<file path="src/rtl/owbm_pkg.sv">
`timescale 1ns / 1ps
// owbm_pkg: types and constants for the single-wire byte master.
// No dependencies; imported by onewire_byte_master_unit.

package owbm_pkg;

  localparam int unsigned DurW     = 10;
  localparam int unsigned ByteW    = 8;
  localparam int unsigned BitsW    = 4;
  localparam int unsigned NumRegs  = 7;
  localparam int unsigned RegIdxW  = 3;

  localparam logic [BitsW-1:0] BitsPerByte = BitsW'(8);

  typedef logic [DurW-1:0] dur_t;

  // Configuration register indices
  localparam logic [RegIdxW-1:0] RegResetLow     = 3'd0;
  localparam logic [RegIdxW-1:0] RegPresenceWait = 3'd1;
  localparam logic [RegIdxW-1:0] RegResetTail    = 3'd2;
  localparam logic [RegIdxW-1:0] RegSlotStart    = 3'd3;
  localparam logic [RegIdxW-1:0] RegWriteHold    = 3'd4;
  localparam logic [RegIdxW-1:0] RegReadSample   = 3'd5;
  localparam logic [RegIdxW-1:0] RegReadTail     = 3'd6;

  localparam dur_t RegResetVals [NumRegs] = '{
    10'd600, 10'd30, 10'd500, 10'd2, 10'd70, 10'd15, 10'd50
  };

  typedef enum logic [1:0] {
    CMD_NONE  = 2'd0,
    CMD_RESET = 2'd1,
    CMD_WRITE = 2'd2,
    CMD_READ  = 2'd3
  } cmd_e;

  typedef enum logic [3:0] {
    PH_IDLE      = 4'd0,
    PH_RST_LOW   = 4'd1,
    PH_RST_WAIT  = 4'd2,
    PH_RST_TAIL  = 4'd3,
    PH_WR_START  = 4'd4,
    PH_WR_HOLD   = 4'd5,
    PH_RD_START  = 4'd6,
    PH_RD_SAMPLE = 4'd7,
    PH_RD_TAIL   = 4'd8
  } phase_e;

endpackage

</file>
<file path="src/rtl/onewire_byte_master_unit.sv">
`timescale 1ns / 1ps
// onewire_byte_master_unit: open-drain single-wire master, one word per clock unless stalled.
// Depends on owbm_pkg for phase and command codes and register defaults.
//
// channel | direction | handshake              | payload
// --------+-----------+------------------------+-------------------------------------------
// in      | to block  | in_valid_i / in_stall_o | command_i, write_data_i, tick_i, bus_level_i
// out     | from block| out_valid_o / out_stall_i | bus_release_o, busy_res_o, done_res_o,
//         |           |                        | device_missing_o, read_data_o
// cfg     | to block  | cfg_valid_i / cfg_ready_o | cfg_index_i, cfg_data_i
//
// A word accepted into the input register passes through the phase/counter update into
// the result register. One word per cycle while the result is not stalled.
// Reset sets released_q, phase idle and registers to defaults, not the bus_release_o flop.
// A stalled result holds the update stage; the input register then stalls the source.

module onewire_byte_master_unit
  import owbm_pkg::*;
(
  input  logic               clk_i,
  input  logic               rst_ni,
  // input words
  input  logic               in_valid_i,
  output logic               in_stall_o,
  input  logic [1:0]         command_i,
  input  logic [ByteW-1:0]   write_data_i,
  input  logic               tick_i,
  input  logic               bus_level_i,
  // result words
  output logic               out_valid_o,
  input  logic               out_stall_i,
  output logic               bus_release_o,
  output logic               busy_res_o,
  output logic               done_res_o,
  output logic               device_missing_o,
  output logic [ByteW-1:0]   read_data_o,
  // configuration writes
  input  logic               cfg_valid_i,
  output logic               cfg_ready_o,
  input  logic [RegIdxW-1:0] cfg_index_i,
  input  logic [DurW-1:0]    cfg_data_i
);

  // Configuration registers
  dur_t cfg_q [NumRegs];

  assign cfg_ready_o = 1'b1;

  always_ff @(posedge clk_i or negedge rst_ni) begin
    if (!rst_ni) begin
      for (int i = 0; i < NumRegs; i++) begin
        cfg_q[i] <= RegResetVals[i];
      end
    end else if (cfg_valid_i && cfg_ready_o && (32'(cfg_index_i) < NumRegs)) begin
      cfg_q[cfg_index_i] <= cfg_data_i;
    end
  end

  // Input register
  logic             in_v_q;
  cmd_e             cmd_q;
  logic [ByteW-1:0] wdata_q;
  logic             tick_q;
  logic             level_q;
  logic             adv;
  logic             in_acc;

  assign adv        = in_v_q && (!out_valid_o || !out_stall_i);
  assign in_stall_o = in_v_q && !adv;
  assign in_acc     = in_valid_i && !in_stall_o;

  always_ff @(posedge clk_i or negedge rst_ni) begin
    if (!rst_ni) begin
      in_v_q <= 1'b0;
    end else if (in_acc) begin
      in_v_q <= 1'b1;
    end else if (adv) begin
      in_v_q <= 1'b0;
    end
  end

  always_ff @(posedge clk_i) begin
    if (in_acc) begin
      cmd_q   <= cmd_e'(command_i);
      wdata_q <= write_data_i;
      tick_q  <= tick_i;
      level_q <= bus_level_i;
    end
  end

  // Bus state
  phase_e           phase_q, phase_d;
  dur_t             count_q, count_d;
  logic [BitsW-1:0] bits_q, bits_d;
  logic [ByteW-1:0] shift_q, shift_d;
  logic             presence_q, presence_d;
  logic             released_q, released_d;
  logic [ByteW-1:0] rdres_q, rdres_d;
  logic             done_d;

  dur_t             count_inc;
  dur_t             dur;
  logic             ivl_end;
  logic [BitsW-1:0] bits_dec;
  logic             last_bit;

  assign count_inc = count_q + dur_t'(1);
  assign bits_dec  = bits_q - BitsW'(1);
  assign last_bit  = (bits_dec == '0);

  always_comb begin
    unique case (phase_q)
      PH_RST_LOW:   dur = cfg_q[RegResetLow];
      PH_RST_WAIT:  dur = cfg_q[RegPresenceWait];
      PH_RST_TAIL:  dur = cfg_q[RegResetTail];
      PH_WR_START:  dur = cfg_q[RegSlotStart];
      PH_WR_HOLD:   dur = cfg_q[RegWriteHold];
      PH_RD_START:  dur = cfg_q[RegSlotStart];
      PH_RD_SAMPLE: dur = cfg_q[RegReadSample];
      PH_RD_TAIL:   dur = cfg_q[RegReadTail];
      default:      dur = dur_t'(1);
    endcase
  end

  // a zero duration still ends after one tick, since count_inc is at least one
  assign ivl_end = (phase_q != PH_IDLE) && tick_q && (count_inc >= dur);

  // Next phase
  always_comb begin
    phase_d = phase_q;
    if (phase_q == PH_IDLE) begin
      unique case (cmd_q)
        CMD_RESET: phase_d = PH_RST_LOW;
        CMD_WRITE: phase_d = PH_WR_START;
        CMD_READ:  phase_d = PH_RD_START;
        default:   phase_d = PH_IDLE;
      endcase
    end else if (ivl_end) begin
      unique case (phase_q)
        PH_RST_LOW:   phase_d = PH_RST_WAIT;
        PH_RST_WAIT:  phase_d = PH_RST_TAIL;
        PH_RST_TAIL:  phase_d = PH_IDLE;
        PH_WR_START:  phase_d = PH_WR_HOLD;
        PH_WR_HOLD:   phase_d = last_bit ? PH_IDLE : PH_WR_START;
        PH_RD_START:  phase_d = PH_RD_SAMPLE;
        PH_RD_SAMPLE: phase_d = PH_RD_TAIL;
        PH_RD_TAIL:   phase_d = last_bit ? PH_IDLE : PH_RD_START;
        default:      phase_d = PH_IDLE;
      endcase
    end
  end

  // Datapath and outputs
  always_comb begin
    count_d    = count_q;
    bits_d     = bits_q;
    shift_d    = shift_q;
    presence_d = presence_q;
    released_d = released_q;
    rdres_d    = rdres_q;
    done_d     = 1'b0;
    if (phase_q == PH_IDLE) begin
      if (cmd_q != CMD_NONE) begin
        count_d    = '0;
        released_d = 1'b0;
        if (cmd_q == CMD_WRITE) begin
          shift_d = wdata_q;
          bits_d  = BitsPerByte;
        end else if (cmd_q == CMD_READ) begin
          shift_d = '0;
          bits_d  = BitsPerByte;
        end
      end
    end else if (tick_q) begin
      count_d = ivl_end ? '0 : count_inc;
      if (ivl_end) begin
        unique case (phase_q)
          PH_RST_LOW: begin
            released_d = 1'b1;
          end
          PH_RST_WAIT: begin
            presence_d = level_q;
          end
          PH_RST_TAIL: begin
            done_d = 1'b1;
          end
          PH_WR_START: begin
            released_d = shift_q[0];
          end
          PH_WR_HOLD: begin
            shift_d    = shift_q >> 1;
            bits_d     = bits_dec;
            released_d = last_bit;
            done_d     = last_bit;
          end
          PH_RD_START: begin
            released_d = 1'b1;
          end
          PH_RD_SAMPLE: begin
            shift_d = {level_q, shift_q[ByteW-1:1]};
          end
          PH_RD_TAIL: begin
            bits_d = bits_dec;
            done_d = last_bit;
            if (last_bit) begin
              rdres_d = shift_q;
            end else begin
              released_d = 1'b0;
            end
          end
          default: begin
            released_d = 1'b1;
          end
        endcase
      end
    end
  end

  always_ff @(posedge clk_i or negedge rst_ni) begin
    if (!rst_ni) begin
      phase_q    <= PH_IDLE;
      count_q    <= '0;
      bits_q     <= '0;
      shift_q    <= '0;
      presence_q <= 1'b1;
      released_q <= 1'b1;
      rdres_q    <= '0;
    end else if (adv) begin
      phase_q    <= phase_d;
      count_q    <= count_d;
      bits_q     <= bits_d;
      shift_q    <= shift_d;
      presence_q <= presence_d;
      released_q <= released_d;
      rdres_q    <= rdres_d;
    end
  end

  // Result register
  always_ff @(posedge clk_i or negedge rst_ni) begin
    if (!rst_ni) begin
      out_valid_o <= 1'b0;
    end else if (adv) begin
      out_valid_o <= 1'b1;
    end else if (!out_stall_i) begin
      out_valid_o <= 1'b0;
    end
  end

  always_ff @(posedge clk_i) begin
    if (adv) begin
      bus_release_o    <= released_d;
      busy_res_o       <= (phase_d != PH_IDLE);
      done_res_o       <= done_d;
      device_missing_o <= presence_d;
      read_data_o      <= rdres_d;
    end
  end

  // Checks
  a_done_not_busy : assert property (@(posedge clk_i) disable iff (!rst_ni)
    out_valid_o && done_res_o |-> !busy_res_o)
    else $error("done reported while still busy");

  a_idle_released : assert property (@(posedge clk_i) disable iff (!rst_ni)
    phase_q == PH_IDLE |-> released_q)
    else $error("line driven low while idle");

  a_bits_range : assert property (@(posedge clk_i) disable iff (!rst_ni)
    bits_q <= BitsPerByte)
    else $error("bit count out of range");

  a_adv_result : assert property (@(posedge clk_i) disable iff (!rst_ni)
    adv |=> out_valid_o)
    else $error("update stage advanced without a result");

  a_stall_needs_word : assert property (@(posedge clk_i) disable iff (!rst_ni)
    in_stall_o |-> in_v_q && out_valid_o && out_stall_i)
    else $error("input stalled without a blocked result");

endmodule
</file>
<file path="config.mk">
export PLATFORM = sky130hd
export DESIGN_NAME = onewire_byte_master_unit
export DESIGN_NICKNAME = d
export VERILOG_FILES = /design/src/rtl/owbm_pkg.sv /design/src/rtl/onewire_byte_master_unit.sv
export SDC_FILE = /design/constraint.sdc
export NUM_CORES = 1
export LEC_CHECK = 0
export CAP_MARGIN = 15
export CORE_ASPECT_RATIO = 1.25
export CORE_MARGIN = 2
export CORE_UTILIZATION = 55
export DETAILED_ROUTE_END_ITERATION = 6
export DONT_BUFFER_PORTS = 1
export PLACE_DENSITY = 0.73
export SLEW_MARGIN = 20
export SYNTH_ARGS = -nofsm -noshare
export SYNTH_HDL_FRONTEND = slang
export SYNTH_SLANG_ARGS = --single-unit
</file>
<file path="constraint.sdc">
create_clock -name clk_i -period 3.5 [get_ports clk_i]
set_clock_uncertainty 0.2 [all_clocks]
set_input_delay 0.35 -clock clk_i [delete_from_list [all_inputs] [get_ports clk_i]]
set_output_delay 0.35 -clock clk_i [all_outputs]
set_load 0.02 [all_outputs]
</file>
==> flow_summary.json, run 1 <==
{
  "outcome": "finished, violations left",
  "violations": "negative setup slack",
  "antenna_found_initial": 0,
  "critPathRequiredTime_ps": 3460,
  "synth_top_area_share_pct": 31.74,
  "path_clk_slew_ps": 60,
  "max-vdd-ir-drop_uv": 454.7,
  "cts-buffers-inserted": 17,
  "synthCells": 514,
  "hold_path.class": "primary input to register",
  "io_pins": 45,
  "power.leakage_nw": 3.464,
  "fin_ws_ps": -96.36,
  "end_kind": "register",
  "antennaDiodeCount": 0,
  "grt_max_degree": 109,
  "crit_fanout": 8,
  "internal-power_mw": 4.108,
  "cts_sinks": 132,
  "routabilityCongestion": 0.9401,
  "grt_pass1_vias": 4790,
  "p_seq_share_pct": 33.7,
  "p_per_area_mw_per_mm2": 757.6,
  "drcViolationCount": 0,
  "ys_seq_area_share_pct": 54.13,
  "first_pass_iters": 5,
  "finish.utilization_pct": 72.81,
  "wl_per_cell_um": 21.65,
  "switching_power_mw": 2.209,
  "cts_buffer_depth": 2,
  "hp-start": "cfg_index_i[2]",
  "final_cells": 758,
  "setup_viol": 33,
  "drive_above_1_share_pct": 48.39,
  "tightest_slew_ps": 1059,
  "ys_warn_count": 0,
  "cp-startpoint": "phase_q[0]$_DFFE_PN0P_",
  "netlist_area_mm2": 0.006386,
  "worstSetupPathType": "register to register",
  "maxCapViolations": 0,
  "synthTopCellsByArea": "dfrtp_1, mux2_2, edfxtp_1",
  "drt-total-wl_um": 16410,
  "synth-seq-cells": 132,
  "yosysTopAreaCell": "dfrtp_1",
  "die_area_mm2": 0.01249,
  "grt_setup_unrepaired": "yes",
  "p_clk_share_pct": 26.6,
  "fin_crit_sh_pct": 102.8,
  "p_sw_share_pct": 34.97,
  "min_period_ps": 3596,
  "synth-main-ff-cell": "dfrtp_1",
  "start_util_pct": 55.77,
  "ant_nets": 0,
  "dp.cells": 676,
  "cts_tree": "yes",
  "synth_area_per_cell_um2": 12.42,
  "rows": 44,
  "grt_overflow": 0,
  "synth-edff-count": 24,
  "io_buffers": 0,
  "fmaxAchievable_mhz": 278.1,
  "synthDistinctLibCells": 62,
  "max-slew-margin-rel_pct": 29.03,
  "vias": 4738,
  "cts_max_level": 4,
  "viasPerCell": 6.251,
  "fp.coreArea_mm2": 0.01145,
  "die_x_um": 100.4,
  "startpoint_type": "register",
  "power_mw": 6.317,
  "drt_iter0_markers": 287,
  "syn2layout_area_growth_pct": 30.56,
  "worst_skew_pair.late_latency_ps": 420,
  "grt_pass1_wl_um": 25100,
  "hold_viol": 0,
  "critPathArrivalTime_ps": 3560,
  "syn-num-nets": 557,
  "layout.nets": 650,
  "report.final.slew_viol_count": 0,
  "r2r-start": "phase_q[0]$_DFFE_PN0P_",
  "dp_hpwl_um": 10140,
  "root_buffer": "clkbuf_16",
  "combPwrFrac_pct": 39.7,
  "dp_slack_ps": -248.1,
  "grt_usage_pct": 26.01,
  "die_height_um": 124.5,
  "async_reset_ff_share_pct": 81.82
}
final cells by class:
type	count	area (um2)
multi-input combinational	347	3189
timing repair buffer	96	900.9
clock inverter	13	106.4
fill	711	3113
clock buffer	19	454.2
sequential	132	3462
inverter	13	52.55
tap	138	172.7
final timing paths:
kind                                            end  slack [ps]  cells after the start
min in group asynchronous    count_q[0]$_DFFE_PN0P_         340                      2
max in group asynchronous    phase_q[3]$_DFFE_PN0P_        2320                      2
min                           cfg_q[63]$_DFFE_PN1P_         130                      2
max reg2reg                read_data_o[3]$_DFFE_PP_        -100                     15
min reg2reg                  rdres_q[1]$_DFFE_PN0P_         290                      1
max                        read_data_o[3]$_DFFE_PP_        -100                     15
metrics by stage:
stage          hold WS, ps  area, um2  TNS, ps
2_1_floorplan       -145.6       6402        0
3_5_place_dp        -138.9       6870    -3671
3_3_place_gp        -138.6       6870    -2564
4_1_cts              130.6       7854   -14.73
5_1_grt              118.7       8338    -5669
6_report             126.7       8338    -1806
cells in the mapped netlist (3+ instances only):
| library cell | instances |
|---|---|
| a21oi_1 | 22 |
| a221o_1 | 3 |
| a221oi_1 | 12 |
| a22o_1 | 12 |
| a22oi_1 | 8 |
| a41oi_1 | 3 |
| and3_1 | 5 |
| buf_1 | 4 |
| buf_2 | 5 |
| clkbuf_1 | 12 |
| dfrtp_1 | 81 |
| dfstp_2 | 27 |
| edfxtp_1 | 24 |
| ha_1 | 13 |
| inv_1 | 11 |
| mux2_2 | 98 |
| mux2i_1 | 7 |
| nand2_1 | 34 |
| nand2b_1 | 6 |
| nand3_1 | 17 |
| nand4_1 | 3 |
| nand4b_1 | 3 |
| nor2_1 | 17 |
| nor2b_1 | 4 |
| nor3_1 | 8 |
| nor3_2 | 4 |
| nor3b_1 | 3 |
| o21ai_0 | 17 |
| xnor2_1 | 5 |
| xor2_1 | 3 |
power groups by stage:
stage | sequential [mW] | combinational, mW | clock [mW]
floorplan | 2.04 | 1.14 | 0
finish | 2.13 | 2.51 | 1.68
global placement | 2.09 | 1.76 | 0
detailed placement | 2.11 | 1.80 | 0
CTS | 2.09 | 2.05 | 1.69
global route | 2.16 | 2.65 | 1.76
layer usage:
layer	track usage, %	part of all wire (%)	routed length (um)	up-vias
met1	31.40	38	6290	2402
li1	-	-	-	2121
met2	46.35	54	8875	172
met3	5.443	4.8	793	43
met4	7.494	2.8	452	0
met5	0	0	0	-
cell families after synthesis:
kind of cell	after synthesis	synth area share [%]
multiplexers	106	18.55
AO/OA/AOI/OAI	104	11.85
buffers and inverters	35	2.214
other	1	0.05872
adder cells (fa/ha/maj)	13	2.547
AND/OR/NAND/NOR	115	9.542
flip-flops	132	54.13
XOR/XNOR	8	1.097
worst max-delay path, cell delays in order, from the launching register on:
cell	delay [ps]
dfrtp_2	450
buf_6	140
nand2_2	100
nor2_4	70
clkbuf_4	190
a221oi_1	330
o21ai_0	160
a21oi_1	200
ha_1	230
a21oi_2	80
a211o_1	340
o31ai_4	110
o21ai_4	140
nor2_4	150
buf_12	140
mux2_4	300
cells in the final DEF, fill, tap and decap left out, drive strengths merged, types with 4 or more instances in the layout:
cell type    Yosys  final
nand2b           6      6
xnor2            5      5
clkinv           1     10
a22oi            8      8
nand2           34     34
dlygate4sd3      0     26
o21ai           20     20
dfstp           27     27
clkbuf          12     20
a21oi           23     23
mux2i            7      7
inv             12     13
a22o            12     12
a221oi          12     12
and3             5      5
nor2b            4      4
ha              13     13
buf             10     69
dfrtp           81     81
nor2            18     18
nand3           18     18
nor3            13     13
mux2            99     99
edfxtp          24     24
what timing repair did:
| item | in CTS | in global routing |
|---|---|---|
| pin swaps | 4 | 30 |
| hold buffers | 27 | 0 |
| buffers inserted | 3 | 21 |
| resized for setup | 25 | 89 |
| endpoints found under the hold margin | 192 | 0 |
| endpoints found under the setup margin | 34 | 38 |
registers in the layout, summed over array words and instances (netlist names), 2 cells and up:
signal and flops:
phase_q 4, bits_q 4, count_q 10, shift_q 8, wdata_q 8, cmd_q 2, read_data_o 8, rdres_q 8
cfg_q 70
Power figures use the tool's default switching activity.
==> run 2: changes to the inputs <==
ABC_AREA = 1   (was default)
==> run 2 against run 1 <==
Effect of this change:
- the run ends with negative hold slack left
- hold slack worse by 130 ps
- fmax up 10%
- clock power up 11%
- sequential cell count unchanged
- register-to-register slack better by 330 ps
- via count up 4.9%
- largest power group is now sequential cells
==> flow_summary.json, run 2 <==
{
  "outcome": "finished, violations left",
  "violations": "negative hold slack",
  "root_buffer": "clkbuf_16",
  "synth_commonest_cells": "nand2_1, o21ai_0, dfrtp_1",
  "placed_cell_area_mm2": 0.006442,
  "final_cell_mix": "nand2_1, o21ai_0, dfrtp_1, inv_1, nor2_1",
  "cts_sinks": 132,
  "viasPerCell": 5.551,
  "setup_viol": 0,
  "holdWs_ps": -2.794,
  "max-vdd-ir-drop_uv": 433.1,
  "synth_top_area_share_pct": 32.48,
  "regArea_mm2": 0.003458,
  "synth-seq-cells": 132,
  "grt_usage_pct": 25.20,
  "final_common_cell": "nand2_1",
  "r2r_end": "read_data_o[3]$_DFFE_PP_",
  "die_area_mm2": 0.01222,
  "cts_buffer_depth": 2,
  "hold_path.class": "primary input to register",
  "tightest_slew_ps": 819.9,
  "end_kind": "register",
  "synthTopCellsByArea": "dfrtp_1, nand2_1, edfxtp_1",
  "worst_skew_pair.late_latency_ps": 410,
  "hold_viol": 1,
  "async_reset_ff_share_pct": 81.82,
  "cts-buffers-inserted": 17,
  "wl_per_cell_um": 16.14,
  "syn2layout_area_growth_pct": 18.37,
  "r2r-start": "phase_q[0]$_DFFE_PN0P_",
  "report.final.slew_viol_count": 0,
  "layout.nets": 790,
  "cts_max_level": 4,
  "synth-edff-count": 24,
  "synth-main-ff-cell": "dfrtp_1",
  "synthDistinctLibCells": 40,
  "ys_seq_area_share_pct": 55.40,
  "critPathArrivalTime_ps": 3220,
  "drive_above_1_share_pct": 14.21,
  "cts_tree": "yes",
  "die_x_um": 99.27,
  "start_util_pct": 56.30,
  "crit_fanout": 16,
  "n_fill_cell": 878,
  "drt_iter0_markers": 300,
  "design_area_mm2": 0.007386,
  "antennaDiodeCount": 0,
  "cp-startpoint": "phase_q[0]$_DFFE_PN0P_",
  "r2r.worst_path.cells": 20,
  "p_per_area_mw_per_mm2": 786.2,
  "dp_hpwl_um": 9707,
  "yosysTopAreaCell": "dfrtp_1",
  "r2r_setup_slack_ps": 230,
  "netlist_area_mm2": 0.006240,
  "antenna_found_initial": 0,
  "first_pass_iters": 6,
  "startpoint_type": "register",
  "grt_pass1_wl_um": 24090,
  "max-slew-margin-rel_pct": 45.19,
  "maxCapViolations": 0,
  "grt_overflow": 0,
  "ant_nets": 0,
  "io_buffers": 0,
  "grt_pass1_vias": 4986,
  "multi_input_area_mm2": 0.002392,
  "whs_path_depth": 2,
  "die_height_um": 123.1,
  "crit_path_end": "read_data_o[3]$_DFFE_PP_",
  "min_period_ps": 3265,
  "power.leakage_nw": 3.443,
  "critPathRequiredTime_ps": 3460,
  "drt-total-wl_um": 14450,
  "rows": 43,
  "fin_crit_sh_pct": 93.29,
  "routabilityCongestion": 0.8675,
  "synth_area_per_cell_um2": 8.751,
  "largest_register": "cfg_q",
  "ys_warn_count": 0,
  "worstSetupPathType": "register to register",
  "synthCells": 713,
  "dp.cells": 837,
  "largest_reg_flops": 70,
  "io_pins": 45,
  "reg.largest.list": "cfg_q (70), count_q (10)",
  "path_clk_slew_ps": 60,
  "fmaxAchievable_mhz": 306.3,
  "syn-num-nets": 756,
  "fp.coreArea_mm2": 0.01108,
  "final_cells": 895,
  "drcViolationCount": 0,
  "yosysMostFrequentCell": "nand2_1",
  "vias": 4968,
  "grt_max_degree": 109
}
## run 2: cells by family after synthesis
| kind of cell | after synthesis | share of synthesized area (%) |
|---|---|---|
| simple gates | 303 | 20.01 |
| compound gates | 155 | 14.32 |
| flops | 132 | 55.40 |
| buf+inv | 103 | 6.737 |
| fa+ha+maj | 13 | 2.607 |
| xor+xnor | 5 | 0.7018 |
| other cells | 1 | 0.06010 |
| mux | 1 | 0.1604 |
## run 2: worst min-delay path by stage
stage	from	end	slack, ps
floorplan	rst_ni	bits_q[0]$_DFFE_PN0P_	-150
global placement	rst_ni	out_valid_o$_DFFE_PN0P_	-140
detailed placement	rst_ni	count_q[2]$_DFFE_PN0P_	-140
CTS	cfg_data_i[6]	cfg_q[26]$_DFFE_PN1P_	1
global route	cfg_data_i[6]	cfg_q[26]$_DFFE_PN1P_	40
finish	cfg_data_i[6]	cfg_q[26]$_DFFE_PN1P_	-3
## run 2: what timing repair did
item,in CTS,in global routing
buffers inserted,2,1
endpoints found under the hold margin,138,0
hold buffers,23,0
gates resized for setup,1,13
setup endpoints to repair,8,47
gates cloned,0,0
pin swaps,0,3
## run 2: worst max-delay path, cell delays in order, from the launching register on
cell and delay [ps]:
dfrtp_1 440, inv_2 90, nor2_1 180, nand2_1 100, inv_1 240, buf_4 210, nand2_1 60, nand3_1 80
a221oi_2 40, ha_1 300, nand2_1 60, nand2_1 80, nand2_1 60, nand2_1 60, nand2_1 50, nand3_1 100
nand2_2 80, or2_1 260, buf_12 160, nand2_1 70, o21ai_1 80
## run 2: routing by layer
metal	track usage, %	share of wire (%)	up-vias
met5	0	0	-
met4	10.45	2.8	0
met3	5.201	5.0	31
met2	43.33	51	157
met1	31.08	41	2373
li1	-	-	2407
## run 2: metrics by stage
step | setup TNS [ps] | power [mW] | utilization [%] | setup slack (ps)
2_1_floorplan | 0 | 3.322 | - | 351.6
3_3_place_gp | 0 | 3.774 | 58.13 | 139.7
3_5_place_dp | -35.53 | 3.842 | 58.13 | -18.36
4_1_cts | 0 | 5.762 | 66.31 | 30.17
5_1_grt | -106.6 | 6.150 | 66.64 | -32.64
6_report | 0 | 5.807 | 66.64 | 235.0
## run 2: report_power, final
part           leakage [nW]  internal, mW  switching (mW)
sequential             1.55          1.94           0.222
combinational          1.60         0.670            1.12
clock                 0.301          1.18           0.677
## run 2: area by class of cell
type / count / share of cell area [%]
Multi-Input combinational cell: 478 / 32.39
Tap cell: 135 / 2.287
Clock inverter: 8 / 1.508
Sequential cell: 132 / 46.82
Clock buffer: 24 / 6.963
Timing Repair Buffer: 45 / 6.319
Inverter: 73 / 3.710
==> run 3: changes to the inputs <==
CORE_UTILIZATION = 35   (was 55)
PLACE_DENSITY = default   (was 0.73)
==> run 3 against run 2 <==
Effect of this change:
- design area up 1.6%
- sequential share of layout area down 0.71 points
- the run now ends clean
- wire length up 0.20%
- sequential power about the same
- setup slack worse by 20 ps
- global-route usage down 9.0 points
- combinational power about the same
- utilization down 24 points
==> flow_summary.json, run 3 (synthesized netlist as in run 2, its figures left out) <==
{
  "grt_pass1_vias": 4610,
  "die_x_um": 123.4,
  "reg.largest.list": "cfg_q (70), count_q (10)",
  "dp_hpwl_um": 9543,
  "rows": 54,
  "drive_above_1_share_pct": 15.28,
  "critPathRequiredTime_ps": 3470,
  "placed_cell_area_mm2": 0.006484,
  "ant_nets": 0,
  "grt_pass1_wl_um": 23590,
  "r2r.worst_path.cells": 24,
  "final_cell_mix": "nand2_1, o21ai_0, dfrtp_1, inv_1, nor2_1",
  "tns_ps": 0,
  "path_clk_slew_ps": 60,
  "cts_tree": "yes",
  "drt-total-wl_um": 14480,
  "cts_buffer_depth": 2,
  "die_area_mm2": 0.01892,
  "max-slew-margin-rel_pct": 45.13,
  "root_buffer": "clkbuf_16",
  "worst_skew_pair.late_latency_ps": 420,
  "fmaxAchievable_mhz": 304.4,
  "routabilityCongestion": 0.8632,
  "drt_iter0_markers": 330,
  "viasPerCell": 4.828,
  "final_common_cell": "nand2_1",
  "whs_path_depth": 2,
  "cts-buffers-inserted": 17,
  "startpoint_type": "register",
  "cts_max_level": 4,
  "outcome": "completed",
  "io_buffers": 0,
  "critPathArrivalTime_ps": 3260,
  "layout.nets": 789,
  "end_kind": "register",
  "maxCapViolations": 0,
  "hold_viol": 0,
  "cts_sinks": 132,
  "grt_setup_unrepaired": "no",
  "drcViolationCount": 0,
  "grt_usage_pct": 16.25,
  "wl_per_cell_um": 14.73,
  "report.final.slew_viol_count": 0,
  "syn2layout_area_growth_pct": 20.27,
  "grt_overflow": 0,
  "largest_register": "cfg_q",
  "grt_max_degree": 109,
  "first_pass_iters": 5,
  "die_height_um": 153.3,
  "power.leakage_nw": 3.420,
  "crit_fanout": 7,
  "worstSetupPathType": "register to register",
  "fp.coreArea_mm2": 0.01743,
  "antenna_found_initial": 0,
  "max-vdd-ir-drop_uv": 417.4,
  "hold_path.class": "primary input to register",
  "start_util_pct": 35.80,
  "vias": 4746,
  "p_per_area_mw_per_mm2": 765.4,
  "fin_crit_sh_pct": 93.86,
  "min_period_ps": 3285,
  "antennaDiodeCount": 0,
  "design_area_mm2": 0.007505,
  "setup_viol": 0,
  "largest_reg_flops": 70,
  "io_pins": 45,
  "tightest_slew_ps": 820.7
}
[run 3: final timing paths]
path	from	to	slack (ps)
max	phase_q[3]$_DFFE_PN0P_	busy_res_o$_DFFE_PP_	210
min	cfg_data_i[9]	cfg_q[19]$_DFFE_PN0P_	30
max reg2reg	phase_q[3]$_DFFE_PN0P_	busy_res_o$_DFFE_PP_	210
min reg2reg	presence_q$_DFFE_PN1P_	presence_q$_DFFE_PN1P_	270
max in group asynchronous	rst_ni	phase_q[0]$_DFFE_PN0P_	2330
min in group asynchronous	rst_ni	cfg_q[36]$_DFFE_PN0P_	320
[run 3: final cells by class]
type / count / area [um2]
Fill cell: 1733 / 9927
Sequential cell: 132 / 3461
Multi-Input combinational cell: 478 / 2435
Clock buffer: 19 / 454.2
Timing Repair Buffer: 44 / 451.7
Tap cell: 224 / 280.3
Inverter: 73 / 277.8
Clock inverter: 13 / 145.1
[run 3: critical path: stages, from the launching register on]
cell and delay, ps:
dfrtp_1 340, buf_4 140, nor2_4 40, inv_1 110
nor2_4 50, nand2_2 80, inv_1 60, buf_4 170
nand2_1 70, nand2_1 60, a211oi_2 290, ha_1 300
nand2_1 90, inv_1 40, nand2_1 60, nand2_1 50
nand2_1 70, nand3_2 80, nand2_1 100, buf_6 130
inv_1 80, o21ai_0 90, o211ai_1 130, nor2_1 120
nand2_1 70
[run 3: where the power goes]
| part | internal, mW | switching (mW) |
|---|---|---|
| Sequential | 1.94 | 0.208 |
| Combinational | 0.669 | 1.12 |
| Clock | 1.10 | 0.709 |
| Total | 3.71 | 2.03 |
[run 3: routing by layer]
layer	vias up	GRT usage [%]	wire (um)
met5	-	0	0
met4	0	5.952	264
met3	20	3.881	461
met2	90	26.66	7193
met1	2241	20.64	6556
li1	2395	-	-
[run 3: stage by stage]
step                      setup WS [ps]  utilization [%]  instances  total power, mW  hold slack, ps
after detailed placement          74.60            37.19        920            3.762          -140.8
final                             214.7            43.05        983            5.744           30.45
after global routing              4.305            43.05        983            6.124           43.05
after global placement            91.61            37.19        920            3.737          -140.2
after floorplan                   351.6                -        713            3.322          -145.6
after CTS                         52.00            42.17        977            5.641           25.06
[run 3: what timing repair did]
| action | in CTS | in global routing |
|---|---|---|
| buffers inserted | 0 | 6 |
| resized for setup | 0 | 25 |
| endpoints found under the setup margin | 0 | 38 |
| endpoints found under the hold margin | 148 | 0 |
| hold buffers | 25 | 0 |
